===== config.mk =====
export PLATFORM = sky130hd
export DESIGN_NAME = tmvg_queue
export DESIGN_NICKNAME = d
export VERILOG_FILES = /design/src/hdl/tmvg_queue.sv
export SDC_FILE = /design/constraint.sdc
export NUM_CORES = 1
export LEC_CHECK = 0
export BUFFER_PORTS_ARGS = -buffer_cell sky130_fd_sc_hd__clkbuf_2
export CAP_MARGIN = 20
export CORE_MARGIN = 10
export CORE_UTILIZATION = 46
export DETAILED_ROUTE_END_ITERATION = 16
export PLACE_DENSITY_LB_ADDON = 0.25
export SETUP_SLACK_MARGIN = 0.02
export SYNTH_ARGS = -nofsm -noshare
export SYNTH_HDL_FRONTEND = slang
export SYNTH_SLANG_ARGS = --single-unit

===== constraint.sdc =====
create_clock -name clock -period 2.11 [get_ports clock]
set_clock_uncertainty 0.2 [all_clocks]
set_input_delay 0.422 -clock clock [delete_from_list [all_inputs] [get_ports clock]]
set_output_delay 0.422 -clock clock [all_outputs]
set_load 0.01 [all_outputs]

===== src/hdl/tmvg_queue.sv =====
// ----------------------------------------------------------------------------
// tmvg_queue
// Small first-in first-out buffer of words with an occupancy count.
// ----------------------------------------------------------------------------
module tmvg_queue #(
   parameter type ITEM_TYPE  = logic,
   parameter int  DEPTH_LOG2 = 2
) (
   input  logic                clock,
   input  logic                reset,
   input  logic                push_valid,
   output logic                push_ready,
   input  ITEM_TYPE            push_item,
   output logic                pop_valid,
   input  logic                pop_ready,
   output ITEM_TYPE            pop_item,
   output logic [DEPTH_LOG2:0] count
);
   localparam int DEPTH = 2 ** DEPTH_LOG2;

   ITEM_TYPE              slot_ff [DEPTH];
   logic [DEPTH_LOG2-1:0] wr_ff, wr_in;
   logic [DEPTH_LOG2-1:0] rd_ff, rd_in;
   logic [DEPTH_LOG2:0]   count_ff, count_in;
   logic                  do_push, do_pop;

   assign push_ready = (count_ff != (DEPTH_LOG2 + 1)'(DEPTH));
   assign pop_valid  = (count_ff != '0);
   assign pop_item   = slot_ff[rd_ff];
   assign count      = count_ff;
   assign do_push    = push_valid && push_ready;
   assign do_pop     = pop_valid && pop_ready;

   always_comb begin
      wr_in    = do_push ? wr_ff + 1'b1 : wr_ff;
      rd_in    = do_pop ? rd_ff + 1'b1 : rd_ff;
      count_in = count_ff;
      if (do_push && !do_pop) begin
         count_in = count_ff + 1'b1;
      end else if (do_pop && !do_push) begin
         count_in = count_ff - 1'b1;
      end
   end

   always_ff @(posedge clock) begin
      if (reset) begin
         wr_ff    <= '0;
         rd_ff    <= '0;
         count_ff <= '0;
      end else begin
         wr_ff    <= wr_in;
         rd_ff    <= rd_in;
         count_ff <= count_in;
      end
   end

   always_ff @(posedge clock) begin
      if (do_push) begin
         slot_ff[wr_ff] <= push_item;
      end
   end

endmodule


---- Yosys cells after proc, flatten, opt, wreduce, memory -nomap -nowiden ----
Memory sizes are Yosys's and may differ from the RTL's. A register that Yosys moved wholly into a read port is not among the register bits.
Cells that the tools add are included.
word-level totals
  memories kept ........................... 1
  word-level logic and storage cells ...... 23
  output and inout port bits .............. 6
  register bits after elaboration ......... 7
  input bits .............................. 5
  RAM bits ................................ 4
cells by class
  equality and inequality tests ........... 1
  reductions and logical operators ........ 8
  mux-type cells .......................... 6
  add/subtract/negate cells ............... 4
memories
  name     depth  bits a word  rd ports  clocked after Yosys merged registers in  write ports  line  text
  slot_ff  4      1            1         1                                        1            21    ITEM_TYPE slot_ff [DEPTH];
operators by type and width
  cell                 count
  $mux 3               2
  $add 2x1->2 const B  2
  $logic_and 1x1->1    4
  $mux 2               2
  $add 3x1->3 const B  1
  $ne 3x3->1 const B   1
  $reduce_bool 3->1    1
  $sub 3x1->3 const B  1
  $logic_not 1->1      2
  $mux 1               2
  $reduce_bool 2->1    1

---- Depth between registers and ports, before layout ----
Gate-level depths: netlist of the first run.
  depth in word-level cells ............... 6
  mapped depth ............................ 8
  depth with buffers taken out ............ 8

---- Worst setup path before layout of the first run ----
OpenSTA, ideal clock, no wires.
  kind .................................... reg2reg
  start point ............................. register count_ff[0] (netlist: count[0])
  end point ............................... register count_ff[2] (netlist: count[2])
  arrival ................................. 2010 ps
  path buffers ............................ 0
  period minus slack after synthesis ...... 2281 ps
  setup slack ............................. -171 ps
  stages on the path, launching flop included .. 9
  setup time .............................. 70 ps
  data required time ...................... 1840 ps
  cell sequence ........................... dfxtp_1 > nor2_2 > a21boi_4 > ha_1 > inv_1 > fa_1 > xor2_1 > or3_1 > a21oi_1
on the way
  word-level cells in the longest chain between the ends .. 5
  elaborated cells on any way between the ends .. 13
  classes of those cells .................. add/sub: 2; eq/ne: 1; mux: 2; reduce/logical: 8
ends and longest elaborated chain
  element                             line  text
  from (decl)                         24    logic [DEPTH_LOG2:0] count_ff, count_in;
  from (signal assigned)              53    count_ff <= count_in;
  $ne 3x3->1 *                        27    assign push_ready = (count_ff != (DEPTH_LOG2 + 1)'(DEPTH));
  $logic_and 1x1->1 *                 31    assign do_push = push_valid && push_ready;
  via do_push                         25    logic do_push, do_pop;
  $logic_not 1->1                     40    end else if (do_pop && !do_push) begin
  $logic_and 1x1->1                   40
  $reduce_bool 2->1 (no source line)  -
The timed path passes the listed nets; every way through them passes the cells marked *. The select of a mux whose other input is x is not followed.
A chain may end at the register's enable or synchronous reset.

---- Worst setup path after layout of the first run ----
  start point ............................. register count_ff[0] (netlist: count[0])
  end point ............................... register count_ff[2] (netlist: count[2])
on the way
  word-level cells in the longest chain between the ends .. 5
  elaborated cells on any way between the ends .. 13
  classes of those cells .................. add/sub: 2; eq/ne: 1; mux: 2; reduce/logical: 8
ends and longest elaborated chain
  element
  branches (longest 5 deep; another with $sub 3x1->3)
Several ways; the timed one is not identified. The select of a mux whose other input is x is not followed.

==> results of run 1 <==
[per-stage QoR]
| stage | instance area, um2 | worst slack (ps) | cells | util [%] |
|---|---|---|---|---|
| floorplan | 655.6 | 30.45 | 53 | - |
| global placement | 750.7 | 6.744 | 81 | 57.69 |
| detailed placement | 750.7 | -21.83 | 81 | 57.69 |
| CTS | 792.0 | 22.39 | 87 | 60.87 |
| global route | 803.3 | -47.44 | 88 | 61.73 |
| finish | 803.3 | 25.62 | 88 | 61.73 |
[cell type report]
cell class	count	area (um2)	share of cell area, %
repair buffers	17	102.6	12.77
inverters	3	11.26	1.402
multi-input cells	36	335.3	41.74
flip-flops and latches	13	309.0	38.47
clock buffers	4	26.28	3.271
well taps	15	18.77	2.336
[cell usage in the layout, fill, tap and decap left out, types with 2 or more instances in the layout]
master,count
nor2_1,7
inv_1,3
mux2i_1,2
buf_4,7
ha_1,4
dfxtp_1,6
edfxtp_1,4
nand2b_1,2
xor2_1,4
clkbuf_2,10
clkbuf_4,3
and2_1,4
dfxtp_4,2
[per-layer routing]
layer | vias to the layer above | track usage [%] | share of wire (%)
li1 | 223 | - | -
met1 | 192 | 7.018 | 45
met2 | 6 | 11.47 | 49
met3 | 2 | 3.540 | 4.8
met4 | 0 | 3.020 | 0.69
met5 | - | 0 | 0
[cell families after synthesis]
logic type      share of synthesized area [%]
flops                                   47.81
fa+ha+maj                               13.15
buf+inv                                 2.390
mux                                     9.163
compound gates                          7.967
simple gates                            13.95
xor+xnor                                5.577
[report_power, final]
| group | switching, mW | leakage, nW | internal (mW) |
|---|---|---|---|
| registers | 0.0664 | 0.112 | 0.329 |
| logic | 0.188 | 0.227 | 0.221 |
| clock network | 0.0767 | 0.0150 | 0.0731 |
| total | 0.331 | 0.355 | 0.624 |
[worst paths after layout]
| kind | from | to | cells after the start |
|---|---|---|---|
| setup reg to reg | count[0] | count[2] | 7 |
| setup / recovery | count[0] | count[2] | 7 |
| hold / removal | push_item | slot_ff[2] | 1 |
| hold reg to reg | wr_ff[1] | wr_ff[1] | 2 |
[worst register-to-register path, delay by kind of cell (launching register included)]
kind            cells  cell delay, ps
simple gates        1             320
buf+inv             1              50
flops               1             370
compound gates      2             380
fa+ha+maj           2             540
xor+xnor            1             150
[cell usage after synthesis (all sizes together)]
library cell	number
xor2	4
or3	2
dfxtp	9
o31ai	1
inv	3
nand2b	2
mux2i	2
nor2	8
edfxtp	4
o21ai	1
fa	1
a21oi	1
mux4	1
mux2	1
clkbuf	1
ha	5
and2	4
a21boi	1
o311ai	1
nand2	1
[timing repair]
item | CTS | global route
pin swaps | 3 | 2
setup buffers | 2 | 1
gates resized for setup | 0 | 1
setup endpoints to repair | 1 | 1
==> out/metrics.csv, run 1 <==
metric,value,unit
finalCritPeriodShare,98.79,%
ctsRootBufferMaster,clkbuf_4,
fp.dieW,56.95,um
rsz0062_at_grt,true,
clock_latency,270,ps
cts_sinks,13,
period_minus_slack,2084,ps
tns,0,ps
hold_slack,170.5,ps
maxCapViolCount,0,
htree_levels,1,
first_global_vias,436,
regToRegSetupSlack,30,ps
critPathKind,flip-flop to flip-flop,
critPathArrivalTime,2090,ps
grt_pass1_wl,1794,um
fillers,114,
ys_seq_elements,13,
worstSetupEndpointType,flip-flop,
dp_hpwl,764.7,um
io_pins,11,
status,"finished, final reports clean",
synth.distinct_cells,22,
synth_top_area_share,28.69,%
clockBufferDepth,2,
synth_fp_nets,64,
gp_congestion,0.6962,
critPathMaxFanout,4,
drc,0,
antenna_left,0,
fin_nets,85,
p_per_area,1188,mW/mm2
yosys_warnings,0,
grt_max_degree,11,
finalPower,0.9541,mW
cts_tree,yes,
final-setup-viol-count,0,
yosys.area.top_type,dfxtp_1,
num_rows,13,
num_antenna_cells,0,
start_util,48.27,%
synthesis.area,628.1,um2
cts_made_buffers,3,
track_usage,6.871,%
syn_inst,53,
ir_drop,685.3,uV
viasPerCell,4.807,
fmax,0.4798,GHz
firstDrtPassIters,1,
cp.required,2110,ps
leakagePower,0.3545,nW
syn_area_per_cell,11.85,um2
wirelength,1018,um
cts.reportedPaths.clkPinSlew,80,ps
ys_top_cells_by_area,"dfxtp_1, edfxtp_1, ha_1, xor2_1, nor2_1",
worstHoldPathType,input port to flip-flop,
num_vias,423,
critical_path_buf_inv_count,1,
critPathMaxStageDelay,370,ps
antenna_found_initial,0,
slew_headroom,80.57,%
worst_pin_slew,286.9,ps
cp_slowest_cell,dfxtp_4,
gr-total-overflow,0,
crit_family,adder cells,
hold_violations,0,
die_h,56.95,um
drt_iter0_drc,0,
seq_area_frac_synth,47.81,%
worstPathCellList,"o31ai_4, ha_2, inv_1, fa_2, xor2_1, or3_1, a21oi_2",
drive_gt1_share,43.84,%
synthToLayoutAreaGrowth,27.89,%
detail_route.wl_per_cell,11.57,um
postCtsHoldBufs,0,
worstSetupStartpointType,flip-flop,
die_area,0.003243,mm2
portBuffers,10,
coreArea,0.001301,mm2
drv_slew,0,
Power figures use the tool's default switching activity.
==> run 2: changes to the inputs <==
--- a/config.mk
+++ b/config.mk
@@ -8,8 +8,9 @@
 export BUFFER_PORTS_ARGS = -buffer_cell sky130_fd_sc_hd__clkbuf_2
 export CAP_MARGIN = 20
 export CORE_MARGIN = 10
-export CORE_UTILIZATION = 46
+export CORE_UTILIZATION = 40
 export DETAILED_ROUTE_END_ITERATION = 16
+export MAX_ROUTING_LAYER = met4
 export PLACE_DENSITY_LB_ADDON = 0.25
 export SETUP_SLACK_MARGIN = 0.02
 export SYNTH_ARGS = -nofsm -noshare
==> run 2 against run 1 <==
Effect of this change: register-to-register slack hardly changed; setup slack hardly changed; fmax hardly changed; die area is 9.6% higher; global-route usage is 0.74 points lower; first-iteration DRC count is 4 higher; hold slack worse by 2.5 ps.
==> out/metrics.csv, run 2 (synthesis results as in run 1) <==
metric,value,unit,change
critPathMaxFanout,4,,unchanged
die_h,59.63,um,+4.7%
hold_slack,167.9,ps,-2.505 ps
power_frac_seq,42.7,%,+1.3 points
portBuffers,10,,unchanged
worst_pin_slew,323.4,ps,+36.52 ps
cts_tree,yes,,
ir_drop,563.6,uV,-18%
worstSetupEndpointType,flip-flop,,
layout_commonest_cell,clkbuf_2,,
fin_nets,83,,-2.4%
leakagePower,0.3443,nW,-2.9%
cts_resized,0,,unchanged
antenna_found_initial,0,,unchanged
cts.reportedPaths.clkPinSlew,80,ps,about the same
maxCapViolCount,0,,unchanged
htree_levels,1,,unchanged
period_minus_slack,2085,ps,+0.4137 ps
cts_sinks,13,,unchanged
io_pins,11,,unchanged
pwr-share-comb,41.0,%,-1.9 points
track_usage,6.129,%,-0.74 points
dp_hpwl,787.2,um,+2.9%
postPlaceCellArea,752.0,um2,+0.17%
drv_slew,0,,unchanged
switching_share,34.88,%,+0.23 points
switching_power,0.3242,mW,-1.9%
gp_congestion,0.7476,,+7.4%
p_per_area,1183,mW/mm2,-0.43%
coreArea,0.001489,mm2,+14%
worstSetupStartpointType,flip-flop,,
fp.dieW,59.63,um,+4.7%
grt_pass1_wl,1614,um,-10%
num_rows,14,,+1
place_ws,5.927,ps,+27.75 ps
final-setup-viol-count,0,,unchanged
clock_latency,270,ps,about the same
firstDrtPassIters,2,,+1
fillers,138,,+21%
p_clk_share,16.2,%,+0.5 points
critPathArrivalTime,2090,ps,about the same
critPathKind,flip-flop to flip-flop,,
ctsRootBufferMaster,clkbuf_4,,
cp.required,2110,ps,about the same
die_area,0.003555,mm2,+9.6%
postCtsHoldBufs,0,,unchanged
finalCritPeriodShare,98.81,%,about the same
antenna_left,0,,unchanged
rsz0062_at_grt,true,,
setup_slack,25.20,ps,-0.4137 ps
viasPerCell,4.701,,-2.2%
wirelength,1000,um,-1.8%
synthToLayoutAreaGrowth,25.10,%,
grt_max_degree,11,,unchanged
start_util,42.18,%,-6.1 points
slew_headroom,78.10,%,-2.5 points
gr-total-overflow,0,,unchanged
drt_iter0_drc,4,,+4
drc,0,,unchanged
detail_route.wl_per_cell,11.49,um,-0.64%
status,"finished, final reports clean",,
hold_violations,0,,unchanged
cts_made_buffers,3,,unchanged
worstHoldPathType,input port to flip-flop,,
design_area,785.8,um2,-2.2%
cellInternalPower,0.6051,mW,-2.9%
clockBufferDepth,2,,unchanged
fmax,0.4797,GHz,about the same
num_antenna_cells,0,,unchanged
final_cell_mix,"clkbuf_2, nor2_1, dfxtp_1, buf_4",,
num_vias,409,,-3.3%
drive_gt1_share,40.85,%,-3.0 points
first_global_vias,400,,-8.3%
[run 2: metal layers]
metal,global-route usage [%],vias up,wire [um]
met5,-,-,0
met4,1.923,0,8
met3,4.077,2,77
met2,9.064,7,443
met1,6.487,186,472
li1,-,214,-
[run 2: metrics by stage]
stage                     util [%]  total power, mW  instances  setup TNS, ps
after floorplan                  -           0.6543         53              0
after global placement       50.50           0.7749         82              0
after detailed placement     50.50           0.7836         82              0
after CTS                    52.77           0.9424         87              0
after global routing         52.77           0.9992         87         -67.61
final                        52.77           0.9293         87              0
[run 2: cell type report]
type / instances / area, um2 / area share (%)
inverters: 3 / 11.26 / 1.433
repair buffers: 15 / 87.58 / 11.15
well taps: 16 / 20.02 / 2.548
flip-flops and latches: 13 / 309.0 / 39.33
multi-input cells: 36 / 331.6 / 42.20
clock buffers: 4 / 26.28 / 3.344
[run 2: timing repair]
item | 4_1_cts | 5_1_grt
setup endpoints to repair | 1 | 1
buffers inserted | 1 | 0
pin swaps | 3 | 1
[run 2: power by group through the flow]
stage	sequential (mW)	clock, mW	combinational [mW]
after global placement	0.403	0	0.371
after global routing	0.408	0.166	0.425
final	0.397	0.151	0.381
after CTS	0.399	0.158	0.386
after detailed placement	0.405	0	0.379
after floorplan	0.414	0	0.241
[run 2: worst max-delay path, stage by stage (launching register included)]
cell and delay [ps]:
dfxtp_4 370, o31ai_4 270, ha_2 220, inv_1 50, fa_2 330, xor2_1 150, or3_1 310, a21oi_1 120
[run 2: path summary, 6_finish.rpt]
kind,start,endpoint,slack [ps],cells past startpoint
min reg2reg,wr_ff[1],wr_ff[1],330,2
max reg2reg,count[1],count[2],30,7
max,count[1],count[2],30,7
min,push_item,slot_ff[2],170,1
