### src/hdl/tmvg_pkg.sv
// ----------------------------------------------------------------------------
// tmvg_pkg
// Types and fixed constants shared by the text-mode video generator modules.
// ----------------------------------------------------------------------------
package tmvg_pkg;

   localparam int MEM_ADDR_BITS = 16;
   localparam int MEM_DEPTH     = 2 ** MEM_ADDR_BITS;
   localparam int COLOR_W       = 12;
   localparam int CSR_INDEX_W   = 3;

   // Screen geometry: a 320 x 200 text area inside a 16 pixel border.
   localparam logic [8:0] SCREEN_W_LAST = 9'd351;
   localparam logic [7:0] SCREEN_H      = 8'd232;
   localparam logic [7:0] LAST_DRAWN    = 8'd231;
   localparam logic [8:0] EDGE_X        = 9'd16;
   localparam logic [7:0] EDGE_Y        = 8'd16;
   localparam logic [8:0] TEXT_X_END    = 9'd336;
   localparam logic [7:0] TEXT_Y_END    = 8'd216;

   localparam logic CMD_TICK  = 1'b0;
   localparam logic CMD_WRITE = 1'b1;

   localparam logic [CSR_INDEX_W-1:0] REG_BORDER     = 3'd0;
   localparam logic [CSR_INDEX_W-1:0] REG_BACKGROUND = 3'd1;
   localparam logic [CSR_INDEX_W-1:0] REG_FOREGROUND = 3'd2;
   localparam logic [CSR_INDEX_W-1:0] REG_FRAME_PAGE = 3'd3;
   localparam logic [CSR_INDEX_W-1:0] REG_CHARMAP    = 3'd4;
   localparam logic [CSR_INDEX_W-1:0] REG_RASTER     = 3'd5;

   localparam logic [COLOR_W-1:0] FOREGROUND_RESET = 12'h0EEE;
   localparam logic [7:0]         FRAME_PAGE_RESET = 8'hF0;
   localparam logic [7:0]         CHARMAP_RESET    = 8'hF4;
   localparam logic [7:0]         RASTER_RESET     = 8'hFF;

   typedef enum logic [1:0] {
      KIND_WRITE,
      KIND_BLANK,
      KIND_BORDER,
      KIND_TEXT
   } work_kind_type;

   typedef struct packed {
      work_kind_type            kind;
      logic [MEM_ADDR_BITS-1:0] addr;
      logic [7:0]               data;
      logic [2:0]               row;
      logic [2:0]               bit_sel;
      logic                     line_end;
      logic                     frame_done;
      logic                     raster_irq;
      logic [7:0]               current_line;
   } work_item_type;

   typedef struct packed {
      logic [COLOR_W-1:0] border_color;
      logic [COLOR_W-1:0] background_color;
      logic [COLOR_W-1:0] foreground_color;
      logic [7:0]         charmap_page;
   } cfg_type;

   typedef struct packed {
      logic               pixel_valid;
      logic [COLOR_W-1:0] pixel_color;
      logic               line_end;
      logic               frame_done;
      logic               raster_irq;
      logic [7:0]         current_line;
   } rsp_item_type;

endpackage

### src/hdl/tmvg_if.sv
// ----------------------------------------------------------------------------
// tmvg channel interfaces
// Valid/ready channels for request words, result words and register writes.
// ----------------------------------------------------------------------------
interface tmvg_req_if;
   logic        valid;
   logic        ready;
   logic        cmd;
   logic [15:0] mem_addr;
   logic [7:0]  mem_data;

   modport source (output valid, output cmd, output mem_addr, output mem_data,
                   input ready);
   modport sink   (input valid, input cmd, input mem_addr, input mem_data,
                   output ready);
endinterface


interface tmvg_csr_if;
   logic        valid;
   logic        ready;
   logic [2:0]  index;
   logic [11:0] data;

   modport source (output valid, output index, output data, input ready);
   modport sink   (input valid, input index, input data, output ready);
endinterface

### src/hdl/tmvg_front.sv
// ----------------------------------------------------------------------------
// tmvg_front
// Accepts request words, keeps the beam counters and the control registers,
// and classifies each pixel tick into blank, border or text with its address.
// ----------------------------------------------------------------------------
module tmvg_front #(
   parameter int LINES_PER_FRAME = 256,
   parameter int TEXT_COLUMNS    = 40
) (
   input  logic                   clock,
   input  logic                   reset,
   tmvg_req_if.sink               req_bus,
   tmvg_csr_if.sink               csr_bus,
   input  logic                   hold,
   output tmvg_pkg::cfg_type       cfg,
   output logic                   push_valid,
   input  logic                   push_ready,
   output tmvg_pkg::work_item_type push_item
);
   import tmvg_pkg::*;

   logic [8:0]         pixel_ff, pixel_in;
   logic [7:0]         line_ff, line_in;
   logic [COLOR_W-1:0] border_ff, background_ff, foreground_ff;
   logic [7:0]         frame_page_ff, charmap_ff, raster_ff;

   logic                     accept, last, drawn, in_text;
   logic [8:0]               fx, line_inc;
   logic [7:0]               fy;
   logic [MEM_ADDR_BITS-1:0] char_addr;

   assign req_bus.ready = push_ready && !hold;
   assign push_valid    = req_bus.valid && !hold;
   assign accept        = req_bus.valid && req_bus.ready;
   assign csr_bus.ready = 1'b1;

   assign cfg.border_color     = border_ff;
   assign cfg.background_color = background_ff;
   assign cfg.foreground_color = foreground_ff;
   assign cfg.charmap_page     = charmap_ff;

   always_comb begin
      last     = (pixel_ff >= SCREEN_W_LAST);
      drawn    = (line_ff < SCREEN_H);
      in_text  = (line_ff >= EDGE_Y) && (line_ff < TEXT_Y_END) &&
                 (pixel_ff >= EDGE_X) && (pixel_ff < TEXT_X_END);
      fx       = pixel_ff - EDGE_X;
      fy       = line_ff - EDGE_Y;
      line_inc = {1'b0, line_ff} + 9'd1;
      // Character cell address: page base plus row times stride plus column.
      char_addr = {frame_page_ff, 8'h00}
                + MEM_ADDR_BITS'(16'(fy[7:3]) * 16'(TEXT_COLUMNS))
                + MEM_ADDR_BITS'(fx[8:3]);

      push_item              = '0;
      push_item.current_line = line_ff;
      if (req_bus.cmd == CMD_WRITE) begin
         push_item.kind = KIND_WRITE;
         push_item.addr = req_bus.mem_addr;
         push_item.data = req_bus.mem_data;
      end else begin
         if (!drawn) begin
            push_item.kind = KIND_BLANK;
         end else if (in_text) begin
            push_item.kind = KIND_TEXT;
         end else begin
            push_item.kind = KIND_BORDER;
         end
         push_item.addr       = char_addr;
         push_item.row        = fy[2:0];
         push_item.bit_sel    = fx[2:0];
         push_item.line_end   = last;
         push_item.frame_done = last && (line_ff == LAST_DRAWN);
         push_item.raster_irq = last && drawn && (line_inc == {1'b0, raster_ff});
      end

      pixel_in = pixel_ff;
      line_in  = line_ff;
      if (accept && req_bus.cmd == CMD_TICK) begin
         if (last) begin
            pixel_in = '0;
            line_in  = (line_inc >= 9'(LINES_PER_FRAME)) ? 8'd0 : line_inc[7:0];
         end else begin
            pixel_in = pixel_ff + 9'd1;
         end
      end
   end

   always_ff @(posedge clock) begin
      if (reset) begin
         pixel_ff      <= '0;
         line_ff       <= '0;
         border_ff     <= '0;
         background_ff <= '0;
         foreground_ff <= FOREGROUND_RESET;
         frame_page_ff <= FRAME_PAGE_RESET;
         charmap_ff    <= CHARMAP_RESET;
         raster_ff     <= RASTER_RESET;
      end else begin
         pixel_ff <= pixel_in;
         line_ff  <= line_in;
         if (csr_bus.valid) begin
            case (csr_bus.index)
               REG_BORDER:     border_ff     <= csr_bus.data;
               REG_BACKGROUND: background_ff <= csr_bus.data;
               REG_FOREGROUND: foreground_ff <= csr_bus.data;
               REG_FRAME_PAGE: frame_page_ff <= csr_bus.data[7:0];
               REG_CHARMAP:    charmap_ff    <= csr_bus.data[7:0];
               REG_RASTER:     raster_ff     <= csr_bus.data[7:0];
               default: ;
            endcase
         end
      end
   end

endmodule

### src/flat_wrapper.sv
// flat-port wrapper written by rule: the top's interface ports become plain ports
module tmvg_front_flat import tmvg_pkg::*;
#(
   parameter int LINES_PER_FRAME = 256,
   parameter int TEXT_COLUMNS    = 40
)
  (clock, reset, hold, cfg, push_valid, push_ready, push_item, req_bus_valid, req_bus_cmd, req_bus_mem_addr, req_bus_mem_data, req_bus_ready, csr_bus_valid, csr_bus_index, csr_bus_data, csr_bus_ready);
  tmvg_req_if req_bus_i ();
  tmvg_csr_if csr_bus_i ();
  input  logic clock;
  input  logic reset;
  input  logic hold;
  output tmvg_pkg::cfg_type cfg;
  output logic push_valid;
  input  logic push_ready;
  output tmvg_pkg::work_item_type push_item;
  input wire logic [$bits(req_bus_i.valid)-1:0] req_bus_valid;
  input wire logic [$bits(req_bus_i.cmd)-1:0] req_bus_cmd;
  input wire logic [$bits(req_bus_i.mem_addr)-1:0] req_bus_mem_addr;
  input wire logic [$bits(req_bus_i.mem_data)-1:0] req_bus_mem_data;
  output wire logic [$bits(req_bus_i.ready)-1:0] req_bus_ready;
  input wire logic [$bits(csr_bus_i.valid)-1:0] csr_bus_valid;
  input wire logic [$bits(csr_bus_i.index)-1:0] csr_bus_index;
  input wire logic [$bits(csr_bus_i.data)-1:0] csr_bus_data;
  output wire logic [$bits(csr_bus_i.ready)-1:0] csr_bus_ready;
  assign req_bus_i.valid = req_bus_valid;
  assign req_bus_i.cmd = req_bus_cmd;
  assign req_bus_i.mem_addr = req_bus_mem_addr;
  assign req_bus_i.mem_data = req_bus_mem_data;
  assign req_bus_ready = req_bus_i.ready;
  assign csr_bus_i.valid = csr_bus_valid;
  assign csr_bus_i.index = csr_bus_index;
  assign csr_bus_i.data = csr_bus_data;
  assign csr_bus_ready = csr_bus_i.ready;
  tmvg_front #(.LINES_PER_FRAME(LINES_PER_FRAME), .TEXT_COLUMNS(TEXT_COLUMNS)) u_core (.clock(clock), .reset(reset), .req_bus(req_bus_i), .csr_bus(csr_bus_i), .hold(hold), .cfg(cfg), .push_valid(push_valid), .push_ready(push_ready), .push_item(push_item));
endmodule
### config.mk
export PLATFORM = sky130hd
export DESIGN_NAME = tmvg_front_flat
export DESIGN_NICKNAME = d
export VERILOG_FILES = /design/src/hdl/tmvg_pkg.sv /design/src/hdl/tmvg_if.sv /design/src/hdl/tmvg_front.sv /design/src/flat_wrapper.sv
export SDC_FILE = /design/constraint.sdc
export NUM_CORES = 1
export LEC_CHECK = 0
export BUFFER_PORTS_ARGS = -buffer_cell sky130_fd_sc_hd__buf_2
export CORE_MARGIN = 8
export CORE_UTILIZATION = 56
export DETAILED_ROUTE_END_ITERATION = 8
export MAX_ROUTING_LAYER = met4
export PLACE_DENSITY_LB_ADDON = 0.2
export RECOVER_POWER = 100
export SKIP_CTS_REPAIR_TIMING = 1
export SLEW_MARGIN = 20
export SYNTH_ARGS = -nofsm -noshare
export SYNTH_HDL_FRONTEND = slang
export SYNTH_SLANG_ARGS = --single-unit
### constraint.sdc
create_clock -name clock -period 8.9 [get_ports clock]
set_clock_uncertainty 0.15 [all_clocks]
set_input_delay 0.89 -clock clock [delete_from_list [all_inputs] [get_ports clock]]
set_output_delay 0.89 -clock clock [all_outputs]
set_load 0.01 [all_outputs]
======== After elaboration in Yosys (flattened, before gate mapping) ========
Index checks and enable logic that the tools add are counted.
storage, ports and cells
  flip-flop bits (word level) ............. 77
  output and inout bits ................... 90
  word-level logic and storage cells ...... 56
cells by class
  add/subtract/negate cells ............... 6
  multipliers ............................. 1
  order comparisons ....................... 7
  equal/unequal tests ..................... 7
  mux-type cells .......................... 7
  bitwise logic cells ..................... 1
  reduce and logical (&&, ||, !) cells .... 19
operators with widths
  kind                                                                   number
  9-bit >= comparator, second input constant                             2
  18-bit 2-to-1 mux                                                      1
  9-bit 2-to-1 mux                                                       2
  16-bit by 11-bit adder with 16-bit output                              1
  16-bit by 6-bit adder with 16-bit output                               1
  8-bit < comparator, second input constant                              2
  8-bit 2-to-1 mux                                                       2
  2-bit AND reduction                                                    7
  1-bit logical AND                                                      10
  8-bit by 1-bit adder with 9-bit output, second input constant          1
  9-bit by 1-bit adder with 9-bit output, second input constant          1
  9-bit by 8-bit == test with 1-bit output                               1
  9-bit by 5-bit >= comparator with 1-bit output, second input constant  1
  9-bit < comparator, second input constant                              1
  9-bit by 5-bit subtractor with 9-bit output, second input constant     1
  8-bit == test, second input constant                                   1
  8-bit by 5-bit >= comparator with 1-bit output, second input constant  1
  5-bit by 3-bit multiplier with 8-bit output, second input constant     1
  8-bit by 5-bit subtractor with 8-bit output, second input constant     1
  3-bit by 2-bit == test with 1-bit output, second input constant        2
  3-bit == test, second input constant                                   2
  3-bit by 1-bit == test with 1-bit output, second input constant        1
  3-bit logical NOT                                                      1
  2-bit 2-to-1 mux                                                       1
  other kinds (3)                                                        3

======== Longest topological paths before layout ========
  word-level depth ........................ 7
  depth in mapped cells ................... 14
  depth with buffers taken out ............ 14

======== Worst setup path before layout ========
OpenSTA, ideal clock, no wires.
  path type ............................... flip-flop to output port
  start ................................... reg u_core.line_ff[4]
  end ..................................... out push_item[36] (netlist name)
  arrival time ............................ 3,466 ps
  data required time ...................... 7,860 ps
  path slack .............................. 4,394 ps
  stages on the path, launching flop included .. 14
  cell sequence ........................... dfxtp_1 > inv_1 > ha_1 > xor2_1 > ha_1 > ha_1 > fa_1 > xor2_1 > ha_1 > nand3_1 > a21oi_1 > o211ai_1 > mux2_2 > a221oi_2
RTL lines
  item                    line                text
  from (decl)             tmvg_front.sv:23    logic [7:0] line_ff, line_in;
  from (signal assigned)  tmvg_front.sv:101   line_ff <= line_in;
  to (decl)               flat_wrapper.sv:16  output tmvg_pkg::work_item_type push_item;

==> impl_metrics.env <==
export IMPL_cts_sinks=77
export IMPL_cp_end_kind="primary output"
export IMPL_syn_cell_area_um2=4330
export IMPL_startpoint_type="register"
export IMPL_synthArstFlopShare_pct=0
export IMPL_hold_viol_final=0
export IMPL_detail_route_wl_per_cell_um=15.4
export IMPL_yosys_warnings=0
export IMPL_grt_pass1_vias=4219
export IMPL_cts_tree="done"
export IMPL_port_buffers=134
export IMPL_power_leakage_nw=2.05
export IMPL_crit_path_frequent_cell="ha_1"
export IMPL_fin_crit_sh_pct=58.7
export IMPL_min_path_type="reg -> reg"
export IMPL_hpwl_um=8810
export IMPL_htreeDepth=3
export IMPL_switching_share_pct=24.1
export IMPL_rows=32
export IMPL_ios=136
export IMPL_synth_fp_nets=630
export IMPL_yosysTopAreaCell="dfxtp_1"
export IMPL_synthToLayoutAreaGrowth_pct=18.1
export IMPL_violations="capacitance limit, slew limit"
export IMPL_timing_fmax_mhz=192
export IMPL_power_internal_mw=0.567
export IMPL_synth_avg_cell_area_um2=7.72
export IMPL_status="complete, but fails checks"
export IMPL_clk_latency_ns=0.35
export IMPL_clkTransAtPathRegs_ns=0.08
export IMPL_antenna_cells=0
export IMPL_drt_iter0_drc=154
export IMPL_fin_nets=748
export IMPL_final_util_pct=67.2
export IMPL_cts_root_buf="clkbuf_8"
export IMPL_first_pass_iters=4
export IMPL_via_per_inst=5.48
export IMPL_peakVddDrop_v=0.0000974
export IMPL_worst_pin_slew_ns=2.52
export IMPL_overflow=0
export IMPL_core_area_um2=7610
export IMPL_cpPeakStageDelay_ns=0.55
export IMPL_min_path_cells=2
export IMPL_num_vias=4311
export IMPL_synth_top_area_share_pct=35.6
export IMPL_die_y_um=104
export IMPL_grt_antenna_before_repair=0
export IMPL_combPwrFrac_pct=9.6
export IMPL_ys_types=52
export IMPL_synth_edf_count=0
export IMPL_ys_seq_area_share_pct=35.6
export IMPL_cap_viol_max_count=2
export IMPL_synth_area_leaders="dfxtp_1 (36%), nand2_1 (13%), ha_1 (6.1%)"
export IMPL_setup_viol=0
export IMPL_drive_gt1_share_pct=10.1
export IMPL_cp_max_fo=9
export IMPL_path_class="reg -> out"
export IMPL_cp_cell_sequence="inv_1 -> ha_1 -> xor2_1 -> ha_1 -> ha_1 -> fa_1 -> xor2_1 -> ha_1 -> nand3_1 -> a21oi_1 -> o211ai_1 -> mux2_2 -> a221oi_2 -> clkbuf_1"
export IMPL_cp_required_ns=7.86
export IMPL_wirelength_um=12100
export IMPL_track_usage_pct=22.4
export IMPL_clock_path_buffers=2
export IMPL_period_needed_ns=5.22
export IMPL_fin_setup_tns_ns=0
export IMPL_p_sw_mw=0.180
export IMPL_rr_worst_depth=6
export IMPL_clock_power_share_pct=42.7
export IMPL_die_area_um2=10800
export IMPL_grt_max_degree=79
export IMPL_drtAntennaViolNets=0
export IMPL_drv_slew=73
export IMPL_rsz0062_at_grt="no"
export IMPL_cts_buffers=9
export IMPL_synthFlopType="dfxtp_1"
export IMPL_drcViolationCount=0
export IMPL_start_util_pct=56.9
export IMPL_nFillCells=698
export IMPL_crit_slowest_cell="dfxtp_1"
export IMPL_seq_power_share_pct=47.8
export IMPL_max_slew_margin_pct=-68.1
export IMPL_place_gp_congestion=0.904
export IMPL_die_w_um=104
export IMPL_ys_seq_elements=77
export IMPL_synth_cells=561
export IMPL_grt_pass1_wl_um=19800
export IMPL_cp_arrival_ns=4.18
export IMPL_powerDensity_nw_per_um2=146
[state kept, by name, indices dropped and copies added, names as in the netlist]
name / flops
u_core.background_ff: 12
u_core.pixel_ff: 9
u_core.foreground_ff: 12
u_core.border_ff: 12
u_core.raster_ff: 8
u_core.charmap_ff: 8
u_core.frame_page_ff: 8
u_core.line_ff: 8
[synthesized netlist by cell type, drive strengths merged (3+ instances only)]
cell and n:
nor4 3, nor2 27, clkbuf 20, nor2b 16
mux2 4, nand2b 5, xnor2 16, nand3b 26
a31oi 4, a21oi 48, nand3 13, ha 21
and2 11, a21o 4, o21a 4, nor3 20
xor2 19, nand4 5, o21ai 17, nand2 155
dfxtp 77, mux2i 3, inv 10, buf 8
[metal layers]
layer | share of wire, % | routed length (um) | GRT usage [%] | vias up
met2 | 46 | 5540 | 36.5 | 178
met5 | 0 | 0 | - | -
met1 | 43 | 5260 | 24.7 | 1997
li1 | - | - | - | 2118
met3 | 8.8 | 1060 | 8.05 | 18
met4 | 1.9 | 227 | 7.86 | 0
[kinds of logic after synthesis]
logic type / after synthesis / share of synthesized area (%)
AOI/OAI and AO/OA: 89 / 12.2
adders and majority gates: 23 / 6.99
other: 1 / 0.0866
xor gates and xnor gates: 35 / 7.08
and+or+nand+nor: 291 / 32.4
muxes: 7 / 1.73
buffers and inverters: 38 / 3.90
DFF: 77 / 35.6
[cell usage in the layout, fill, tap and decap left out, types with 5 or more instances in the layout]
| master | synthesis | layout |
|---|---|---|
| dfxtp_1 | 77 | 77 |
| inv_1 | 10 | 10 |
| xor2_1 | 19 | 19 |
| nand2_1 | 154 | 154 |
| nand3b_1 | 26 | 26 |
| buf_2 | 3 | 44 |
| and2_1 | 11 | 9 |
| nor2b_1 | 16 | 16 |
| nand3_1 | 12 | 12 |
| nand4_1 | 5 | 5 |
| nand2b_1 | 5 | 5 |
| clkbuf_8 | 0 | 9 |
| o21ai_0 | 16 | 16 |
| nor3_1 | 19 | 19 |
| nor2_1 | 27 | 27 |
| a21oi_1 | 48 | 48 |
| clkbuf_1 | 20 | 92 |
| xnor2_1 | 16 | 16 |
| ha_1 | 21 | 21 |
[metrics by stage]
step	power, mW	worst slack, ns	instances	hold WS [ns]	area (um2)
floorplan	0.405	4.39	561	0.291	4330
global placement	0.437	4.22	770	0.289	5000
detailed placement	0.440	4.08	770	0.295	5010
CTS	0.757	3.67	786	0.306	5250
global route	0.778	3.38	786	0.329	5110
finish	0.748	3.68	786	0.307	5110
[power by group through the flow]
| stage | clock [mW] | combinational [mW] | sequential, mW |
|---|---|---|---|
| floorplan | 0 | 0.0382 | 0.367 |
| global placement | 0 | 0.0726 | 0.365 |
| detailed placement | 0 | 0.0749 | 0.365 |
| CTS | 0.325 | 0.0753 | 0.357 |
| global route | 0.340 | 0.0799 | 0.358 |
| finish | 0.319 | 0.0715 | 0.357 |
[final timing paths]
path	start	slack, ns	endpoint
worst max-delay path	u_core.line_ff[4]$_SDFFE_PP0P_	3.68	push_item[36]
worst min-delay path	u_core.border_ff[8]$_SDFFE_PP0P_	0.31	u_core.border_ff[8]$_SDFFE_PP0P_
worst max register to register	u_core.pixel_ff[0]$_SDFFE_PP0P_	5.12	u_core.line_ff[6]$_SDFFE_PP0P_
worst min register to register	u_core.border_ff[8]$_SDFFE_PP0P_	0.31	u_core.border_ff[8]$_SDFFE_PP0P_
[layout make-up]
class	instances	area [um2]	area share [%]
multi-input combinational	446	2600	50.9
sequential	77	1540	30.2
timing repair buffer	135	566	11.1
tap	102	128	2.50
inverter	10	37.5	0.734
clock inverter	5	108	2.10
clock buffer	11	131	2.57
[worst max-delay path: cells and delay by family, from the launching register on]
kind / cells / cell delay [ns]
DFF: 1 / 0.55
xor gates and xnor gates: 2 / 0.34
AOI/OAI and AO/OA: 3 / 0.53
buffers and inverters: 2 / 0.39
muxes: 1 / 0.38
and+or+nand+nor: 1 / 0.14
adders and majority gates: 5 / 1.51
Power figures use the tool's default switching activity.
